<file path="src/sv/vertex_color_modifier_top_defines.svh">
// Assertion macros for the vertex color modifier
`ifndef VERTEX_COLOR_MODIFIER_TOP_DEFINES_SVH
`define VERTEX_COLOR_MODIFIER_TOP_DEFINES_SVH

`ifndef SYNTH
`define VCM_ASSERT(lbl, prop, msg) \
    lbl: assert property (@(posedge i_clk) disable iff (!i_rst_n) prop) else $error(msg);
`define VCM_ASSERT_RST(lbl, prop, msg) \
    lbl: assert property (@(posedge i_clk) prop) else $error(msg);
`else
`define VCM_ASSERT(lbl, prop, msg)
`define VCM_ASSERT_RST(lbl, prop, msg)
`endif

`endif

</file>
<file path="src/sv/vcm_pkg.sv">
package vcm_pkg;

    localparam int CW = 57;   // width of the dot term c, signed
    localparam int QW = 26;   // quotient bits of the rescale divide
    localparam int DW = 33;   // width of |range_high - range_low|

    localparam logic [3:0] KIND_COLOR_SET       = 4'd0;
    localparam logic [3:0] KIND_ALPHA_SET       = 4'd1;
    localparam logic [3:0] KIND_COLOR_SCALE     = 4'd2;
    localparam logic [3:0] KIND_ALPHA_SCALE     = 4'd3;
    localparam logic [3:0] KIND_COLOR_DOT       = 4'd4;
    localparam logic [3:0] KIND_COLOR_DOT_RS    = 4'd5;
    localparam logic [3:0] KIND_ALPHA_DOT       = 4'd6;
    localparam logic [3:0] KIND_ALPHA_DOT_RS    = 4'd7;
    localparam logic [3:0] KIND_COLOR_SQ        = 4'd8;
    localparam logic [3:0] KIND_COLOR_SQ_RS     = 4'd9;
    localparam logic [3:0] KIND_ALPHA_SQ        = 4'd10;
    localparam logic [3:0] KIND_ALPHA_SQ_RS     = 4'd11;
    localparam logic [3:0] KIND_PASS            = 4'd12;

    localparam logic [2:0] REG_MOD_KIND   = 3'd0;
    localparam logic [2:0] REG_VEC_X      = 3'd1;
    localparam logic [2:0] REG_VEC_Y      = 3'd2;
    localparam logic [2:0] REG_VEC_Z      = 3'd3;
    localparam logic [2:0] REG_RANGE_LOW  = 3'd4;
    localparam logic [2:0] REG_RANGE_HIGH = 3'd5;

    localparam logic signed [32:0]   MULT_SAT   = 33'sd33554432;
    localparam logic signed [CW-1:0] MULT_SAT_W = 57'sd33554432;
    localparam logic signed [32:0]   ONE_Q16    = 33'sd65536;

    typedef struct packed {
        logic [3:0]         kind;
        logic signed [31:0] vec_x;
        logic signed [31:0] vec_y;
        logic signed [31:0] vec_z;
        logic signed [31:0] range_low;
        logic signed [31:0] range_high;
    } t_cfg;

    typedef struct packed {
        logic [7:0] red;
        logic [7:0] green;
        logic [7:0] blue;
        logic [7:0] alpha;
        logic       batch_end;
    } t_pix;

    function automatic logic is_square(input logic [3:0] k);
        logic r;
        case (k) inside
            KIND_COLOR_SQ, KIND_COLOR_SQ_RS, KIND_ALPHA_SQ, KIND_ALPHA_SQ_RS: r = 1'b1;
            default: r = 1'b0;
        endcase
        return r;
    endfunction

    function automatic logic is_rescale(input logic [3:0] k);
        logic r;
        case (k) inside
            KIND_COLOR_DOT_RS, KIND_ALPHA_DOT_RS, KIND_COLOR_SQ_RS, KIND_ALPHA_SQ_RS: r = 1'b1;
            default: r = 1'b0;
        endcase
        return r;
    endfunction

    function automatic logic signed [32:0] sat_mult(input logic signed [CW-1:0] x);
        logic signed [32:0] r;
        if (x > MULT_SAT_W) begin
            r = MULT_SAT;
        end else if (x < -MULT_SAT_W) begin
            r = -MULT_SAT;
        end else begin
            r = 33'(x);
        end
        return r;
    endfunction

endpackage

</file>
<file path="src/sv/vcm_color.sv">
module vcm_color import vcm_pkg::*; (
    input  logic                 i_clk,
    input  logic                 i_rst_n,
    input  logic                 i_ce,
    input  logic                 i_valid,
    input  logic [QW-1:0]        i_q,
    input  logic                 i_sat,
    input  logic                 i_neg,
    input  logic signed [CW-1:0] i_c,
    input  t_pix                 i_pix,
    input  t_cfg                 i_cfg,
    output logic                 o_valid,
    output logic [31:0]          o_rgba,
    output logic                 o_batch_end,
    output logic                 o_fault
);

    logic               r_g_v, r_h_v, r_o_v;
    logic signed [32:0] r_g_a [4];
    logic [7:0]         r_g_b [4];
    logic               r_g_fault, r_g_last;
    logic signed [42:0] r_h_p [4];
    logic               r_h_fault, r_h_last;
    logic [7:0]         r_o_ch [4];
    logic               r_o_fault, r_o_last;

    logic               n_zero;
    logic [32:0]        n_r;
    logic signed [32:0] n_cm;
    logic signed [32:0] n_a [4];
    logic [7:0]         n_b [4];
    logic [7:0]         n_color [4];
    logic signed [31:0] n_sval [3];

    always_comb begin
        n_zero = i_cfg.range_high == i_cfg.range_low;
        n_r    = i_sat ? MULT_SAT : ((33'(i_q) > MULT_SAT) ? MULT_SAT : 33'(i_q));
        if (is_rescale(i_cfg.kind)) begin
            n_cm = n_zero ? 33'sd0 : (i_neg ? -$signed(n_r) : $signed(n_r));
        end else begin
            n_cm = sat_mult(i_c);
        end

        n_color[0] = i_pix.red;
        n_color[1] = i_pix.green;
        n_color[2] = i_pix.blue;
        n_color[3] = i_pix.alpha;
        n_sval[0]  = i_cfg.vec_x;
        n_sval[1]  = i_cfg.vec_y;
        n_sval[2]  = i_cfg.vec_z;

        for (int i = 0; i < 3; i++) begin
            n_b[i] = n_color[i];
            case (i_cfg.kind) inside
                KIND_COLOR_SET: begin
                    n_a[i] = 33'(n_sval[i]);
                    n_b[i] = 8'd255;
                end
                KIND_COLOR_SCALE: n_a[i] = sat_mult(CW'(n_sval[i]));
                KIND_COLOR_DOT, KIND_COLOR_DOT_RS, KIND_COLOR_SQ, KIND_COLOR_SQ_RS:
                    n_a[i] = n_cm;
                default: n_a[i] = ONE_Q16;
            endcase
        end

        n_b[3] = n_color[3];
        case (i_cfg.kind) inside
            KIND_ALPHA_SET: begin
                n_a[3] = 33'(i_cfg.vec_x);
                n_b[3] = 8'd255;
            end
            KIND_ALPHA_SCALE: n_a[3] = sat_mult(CW'(i_cfg.vec_x));
            KIND_ALPHA_DOT, KIND_ALPHA_DOT_RS, KIND_ALPHA_SQ, KIND_ALPHA_SQ_RS:
                n_a[3] = n_cm;
            default: n_a[3] = ONE_Q16;
        endcase
    end

    always_ff @(posedge i_clk) begin
        if (!i_rst_n) begin
            r_g_v <= 1'b0;
            r_h_v <= 1'b0;
            r_o_v <= 1'b0;
        end else if (i_ce) begin
            r_g_v <= i_valid;
            r_h_v <= r_g_v;
            r_o_v <= r_h_v;
        end
    end

    always_ff @(posedge i_clk) begin
        logic signed [43:0] v;
        if (i_ce) begin
            for (int i = 0; i < 4; i++) begin
                r_g_a[i] <= n_a[i];
                r_g_b[i] <= n_b[i];
                r_h_p[i] <= r_g_a[i] * $signed({1'b0, r_g_b[i]});
                // round to nearest, clamp to a byte
                v = 44'(r_h_p[i]) + 44'sd32768;
                if (v[43]) begin
                    r_o_ch[i] <= 8'd0;
                end else if (v[42:24] != '0) begin
                    r_o_ch[i] <= 8'd255;
                end else begin
                    r_o_ch[i] <= v[23:16];
                end
            end
            r_g_fault <= is_rescale(i_cfg.kind) && n_zero;
            r_g_last  <= i_pix.batch_end;
            r_h_fault <= r_g_fault;
            r_h_last  <= r_g_last;
            r_o_fault <= r_h_fault;
            r_o_last  <= r_h_last;
        end
    end

    assign o_valid     = r_o_v;
    assign o_rgba      = {r_o_ch[3], r_o_ch[2], r_o_ch[1], r_o_ch[0]};
    assign o_batch_end = r_o_last;
    assign o_fault     = r_o_fault;

endmodule

</file>
<file path="config.mk">
export PLATFORM = sky130hd
export DESIGN_NAME = vcm_color
export DESIGN_NICKNAME = d
export VERILOG_FILES = /design/src/sv/vertex_color_modifier_top_defines.svh /design/src/sv/vcm_pkg.sv /design/src/sv/vcm_color.sv
export SDC_FILE = /design/constraint.sdc
export NUM_CORES = 2
export LEC_CHECK = 0
export BUFFER_PORTS_ARGS = -buffer_cell sky130_fd_sc_hd__buf_2
export CORE_MARGIN = 3
export CORE_UTILIZATION = 55
export CTS_BUF_LIST = sky130_fd_sc_hd__clkbuf_4 sky130_fd_sc_hd__clkbuf_8
export DETAILED_ROUTE_END_ITERATION = 8
export GPL_TIMING_DRIVEN = 0
export HOLD_SLACK_MARGIN = 0.12
export PLACE_DENSITY = 0.73
export SYNTH_ARGS = -nofsm -noshare
export SYNTH_HDL_FRONTEND = slang
export SYNTH_SLANG_ARGS = --single-unit
</file>
<file path="constraint.sdc">
create_clock -name i_clk -period 9.5 [get_ports i_clk]
set_input_delay 0 -clock i_clk [delete_from_list [all_inputs] [get_ports i_clk]]
set_output_delay 0 -clock i_clk [all_outputs]
set_load 0.03 [all_outputs]
</file>
======== Word level (Yosys, flattened, before mapping) ========
Memories as Yosys holds them, arrays and structs flattened.
Cells that the tools add are included.
Widths: inputs -> output; s select.
storage, ports and cells
  flip-flop bits (word level) ............. 9
  RAM bits ................................ 368
  bits of input ports ..................... 286
  output and inout port bits .............. 35
  word-level logic and storage cells ...... 143
  memories kept ........................... 4
operators by class
  add/sub/neg operators ................... 5
  $mul .................................... 4
  order comparisons ....................... 9
  eq/ne operators ......................... 12
  multiplexer cells ....................... 83
  bitwise operators ....................... 8
  reductions and logical operators ........ 9
memories
  memory  depth  width  read ports  clocked after memory_dff  wr ports  RTL line         text
  r_h_p   4      43     4           0                         4         vcm_color.sv:22  logic signed [42:0] r_h_p [4];
  r_g_a   4      33     4           0                         4         vcm_color.sv:19  logic signed [32:0] r_g_a [4];
  r_g_b   4      8      4           0                         4         vcm_color.sv:20  logic [7:0] r_g_b [4];
  r_o_ch  4      8      4           0                         4         vcm_color.sv:24  logic [7:0] r_o_ch [4];
operator list
  kind                    number
  $mux 33                 21
  $add 43x17->44 const B  4
  $mul 33x9->42           4
  $gt 32x27->1 const B    3
  $lt 32x26->1 const B    3
  $mux 8                  12
  $reduce_bool 19->1      4
  $gt 57x27->1 const B    1
  $lt 57x26->1 const B    1
  $mux 26                 2
  $mux 1                  48
  $neg 26->33             1
  $eq 32x32->1            1
  $gt 26x26->1 const B    1
  $eq 4x3->1 const B      4
  $eq 4x4->1 const B      4
  $reduce_or 4->1         3
  $eq 4x2->1 const B      2
  $or 1x1->1              8
  $eq 4x1->1 const B      1
  $logic_not 4->1         1
  $logic_and 1x1->1       1

======== Depth between registers and ports, before layout ========
  depth in word-level cells ............... 10
  mapped depth ............................ 21
  gate-level depth less buffers ........... 20

======== Worst setup path after synthesis ========
OpenSTA, ideal clock, no wires.
  path type ............................... flip-flop to flip-flop
  start ................................... memory r_g_b[0][1]
  end ..................................... memory r_h_p[0][41] (data pin)
  library setup time ...................... 0.190 ns
  arrival ................................. 5.421 ns
  data required time ...................... 9.310 ns
  setup slack ............................. 3.889 ns
  stages on the path, launching flop included .. 21
  buffers on the path ..................... 2
  period minus slack after synthesis ...... 5.611 ns
  cells stage by stage .................... edfxtp_1 > clkbuf_1 > clkbuf_1 > nand2_1 > fa_1 > inv_1 > fa_1 > fa_1 > inv_1 > fa_1 > inv_1 > ha_1 > a2111oi_2 > o21ai_1 > o21a_1 > a221o_1 > o41ai_4 > o211ai_4 > a31oi_4 > mux2i_1 > a2111oi_2
RTL lines
  item         RTL line
  from (decl)  vcm_color.sv:20
  to (decl)    vcm_color.sv:22

==> results.json <==
{
  "status": "completed",
  "arrival_ns": 7.21,
  "yosys.area.top_type": "fa_1",
  "clkPwrFrac": 0.084,
  "required_ns": 10.00,
  "hold_viol_final": 0,
  "ys_seq_area_frac": 0.194,
  "pwr-share-comb": 0.747,
  "via_per_inst": 5.67,
  "insertion_delay_ns": 0.78,
  "ant_nets": 0,
  "power_frac_seq": 0.168,
  "critPathKind": "register to register",
  "p_int_mw": 9.15,
  "setup_violations": 0,
  "final_area_um2": 56300,
  "dpl.hpwl_um": 118000,
  "switching_share": 0.485,
  "rows": 108,
  "area_growth_pct": 16.4,
  "start_kind": "register",
  "place_worst_setup_slack_ns": 2.91,
  "synth_top_area_frac": 0.336,
  "portBuffers": 320,
  "async_flop_share": 0,
  "grt_pass1_vias": 41200,
  "path_cells": "clkbuf_1 > nand2_1 > fa_1 > inv_1 > fa_1 > inv_1 > fa_1 > inv_1 > fa_1 > ha_1 > nor3_1 > o41ai_1 > a221oi_1 > a211oi_1 > nand2b_1 > a21boi_0 > o21bai_1 > a31oi_1 > xnor2_1",
  "final.min_clock_period_ns": 6.71,
  "cts_buffers": 60,
  "worst_pin_slew_ns": 1.33,
  "num_vias": 39900,
  "clockBufferDepth": 3,
  "grt_pass1_wl_um": 231000,
  "cts.sinks": 313,
  "max_stage_delay_ns": 0.70,
  "cts-root-buf": "clkbuf_8",
  "setup_slack_ns": 2.79,
  "gpl.final_weighted_congestion": 1.00,
  "grt-ovfl-total": 0,
  "cpMostUsedCell": "fa_1",
  "coreArea_um2": 87000,
  "dieWidth_um": 303,
  "wl_per_cell_um": 21.2,
  "max_cap_viol_count": 0,
  "grtUsageTotal": 0.332,
  "drt_iter0_markers": 3818,
  "setup-tns-final_ns": 0,
  "ys_ff_latch": 313,
  "io_pins": 321,
  "path_clk_slew_ns": 0.07,
  "maxSlewViolCount": 0,
  "start_util": 0.556,
  "whs_ns": 0.203,
  "cts_htree_levels": 2,
  "synth.area.top_cells": "fa_1, edfxtp_1, ha_1",
  "maxSlewHeadroom": 0.113,
  "p_switching_mw": 8.62,
  "syn_nets": 6502,
  "antenna_found_initial": 21,
  "placed_area_um2": 51500,
  "max-vdd-ir-drop_mv": 0.256,
  "dr.pass1.iters": 9,
  "die_y_um": 303,
  "dieArea_um2": 91500,
  "fmax_mhz": 149,
  "netlist_area_um2": 48400,
  "crit_buf_inv": 4,
  "grt_start_max_net_pins": 108,
  "cp_slowest_cell": "a221oi_1",
  "avgSynthCellArea_um2": 9.53,
  "post_cts_buffers": 0,
  "yosysUniqueCellTypes": 77,
  "drc": 0,
  "clock-skew-final_ns": 0.0380,
  "synthCells": 5076,
  "period_share": 0.706,
  "cts_tree": "built",
  "rsz0062_at_grt": "false",
  "drive_gt1_frac": 0.0787,
  "yosys_warnings": 0,
  "fin_nets": 7234,
  "power.leakage_nw": 27.6,
  "synth_edf_count": 310,
  "hold_path.class": "input port to register",
  "synth_top_flop_cell": "edfxtp_1",
  "p_per_area_nw_per_um2": 316,
  "crit_fanout": 10,
  "path_delay_family": "adder cells",
  "wl_um": 149000,
  "worstSetupEndpointType": "register"
}
-- per-stage QoR --
stage,instances,utilization,power (mW)
5_1_grt,7016,0.646,19.8
4_1_cts,7012,0.646,17.8
6_report,7024,0.647,17.8
3_5_place_dp,6555,0.592,16.1
3_3_place_gp,6551,0.591,15.7
2_1_floorplan,5076,-,12.9
-- routing by layer --
metal  share of wire  GRT usage  vias to the layer above
met5          0.0011     0.0116                        -
met4           0.046      0.132                       16
met3            0.13      0.113                      397
met2            0.44      0.514                     2115
met1            0.38      0.430                    19700
li1                -          -                    17600
-- cell usage after synthesis (all sizes together), types with 14 or more instances --
library cell	count
a211o	21
a21o	85
a21oi	163
a22oi	18
a31oi	27
and2	630
and3	21
clkbuf	135
edfxtp	310
fa	812
ha	328
inv	960
nand2	641
nand2b	46
nand3	63
nand4	49
nor2	125
nor2b	18
nor3	54
nor4	49
o21ai	110
o21bai	14
o31ai	18
xnor2	137
xor2	53
-- sequential cells by signal, indices dropped and copies added, names as in the netlist --
register	count
r_g_a	132
r_h_last	1
r_g_last	1
o_batch_end	1
r_h_v	1
r_g_v	1
r_g_b	32
r_h_fault	1
r_o_ch	32
r_h_p	108
o_fault	1
r_g_fault	1
o_valid	1
-- layout by cell type, fill, tap and decap left out, types with 63 or more instances in the layout --
| master | n |
|---|---|
| a21oi_1 | 163 |
| fa_1 | 812 |
| xnor2_1 | 137 |
| edfxtp_1 | 310 |
| buf_2 | 323 |
| a21o_1 | 81 |
| ha_1 | 328 |
| dlygate4sd3_1 | 346 |
| and2_1 | 630 |
| clkbuf_1 | 134 |
| inv_1 | 960 |
| o21ai_0 | 106 |
| nor2_1 | 124 |
| nand3_1 | 63 |
| clkbuf_8 | 64 |
| nand2_1 | 641 |
-- tightest hold or removal path, stage by stage --
cell and delay (ns):
dlygate4sd3_1 0.53, buf_2 0.18, a21o_1 0.14
-- final cells by class --
cell class                      count  area (um2)
Tap cell                         1155        1450
Sequential cell                   313        9370
Antenna cell                       12        30.0
Clock buffer                       81        1010
Multi-Input combinational cell   3661       34900
Inverter                          961        3610
Clock inverter                     30         263
Fill cell                        7204       30700
Buffer                            141         536
Timing Repair Buffer              670        5140
-- final timing paths --
path,to,slack [ns],start,depth (start not counted)
worst max-delay path,r_h_p[1][32],2.79,r_g_b[1][0],19
worst min-delay path,r_g_a[2][0],0.20,i_cfg[64],3
worst max register to register,r_h_p[1][32],2.79,r_g_b[1][0],19
worst min register to register,r_h_last,0.42,r_g_last,0
-- kinds of logic (layout without fill, tap and decap cells) --
family | Yosys count | in the layout | share of synthesized area
compound gates | 579 | 579 | 0.0793
xor+xnor | 190 | 190 | 0.0344
fa+ha+maj | 1140 | 1140 | 0.421
buf+inv | 1102 | 1883 | 0.0856
flops | 313 | 313 | 0.194
mux | 5 | 5 | 0.00104
other cells | 0 | 12 | 0
simple gates | 1747 | 1747 | 0.185
-- power by group through the flow --
stage          combinational (mW)  sequential, mW  clock (mW)
3_3_place_gp                 12.7            3.00           0
5_1_grt                      15.2            3.04        1.58
2_1_floorplan                10.0            2.89           0
6_report                     13.3            2.99        1.49
3_5_place_dp                 13.1            3.00           0
4_1_cts                      13.3            2.98        1.52
-- repair_timing --
action	CTS	global route
gates resized for setup	0	0
hold endpoints to repair	273	0
hold buffers	346	0
Note: power is estimated with default switching activity, not from simulation.
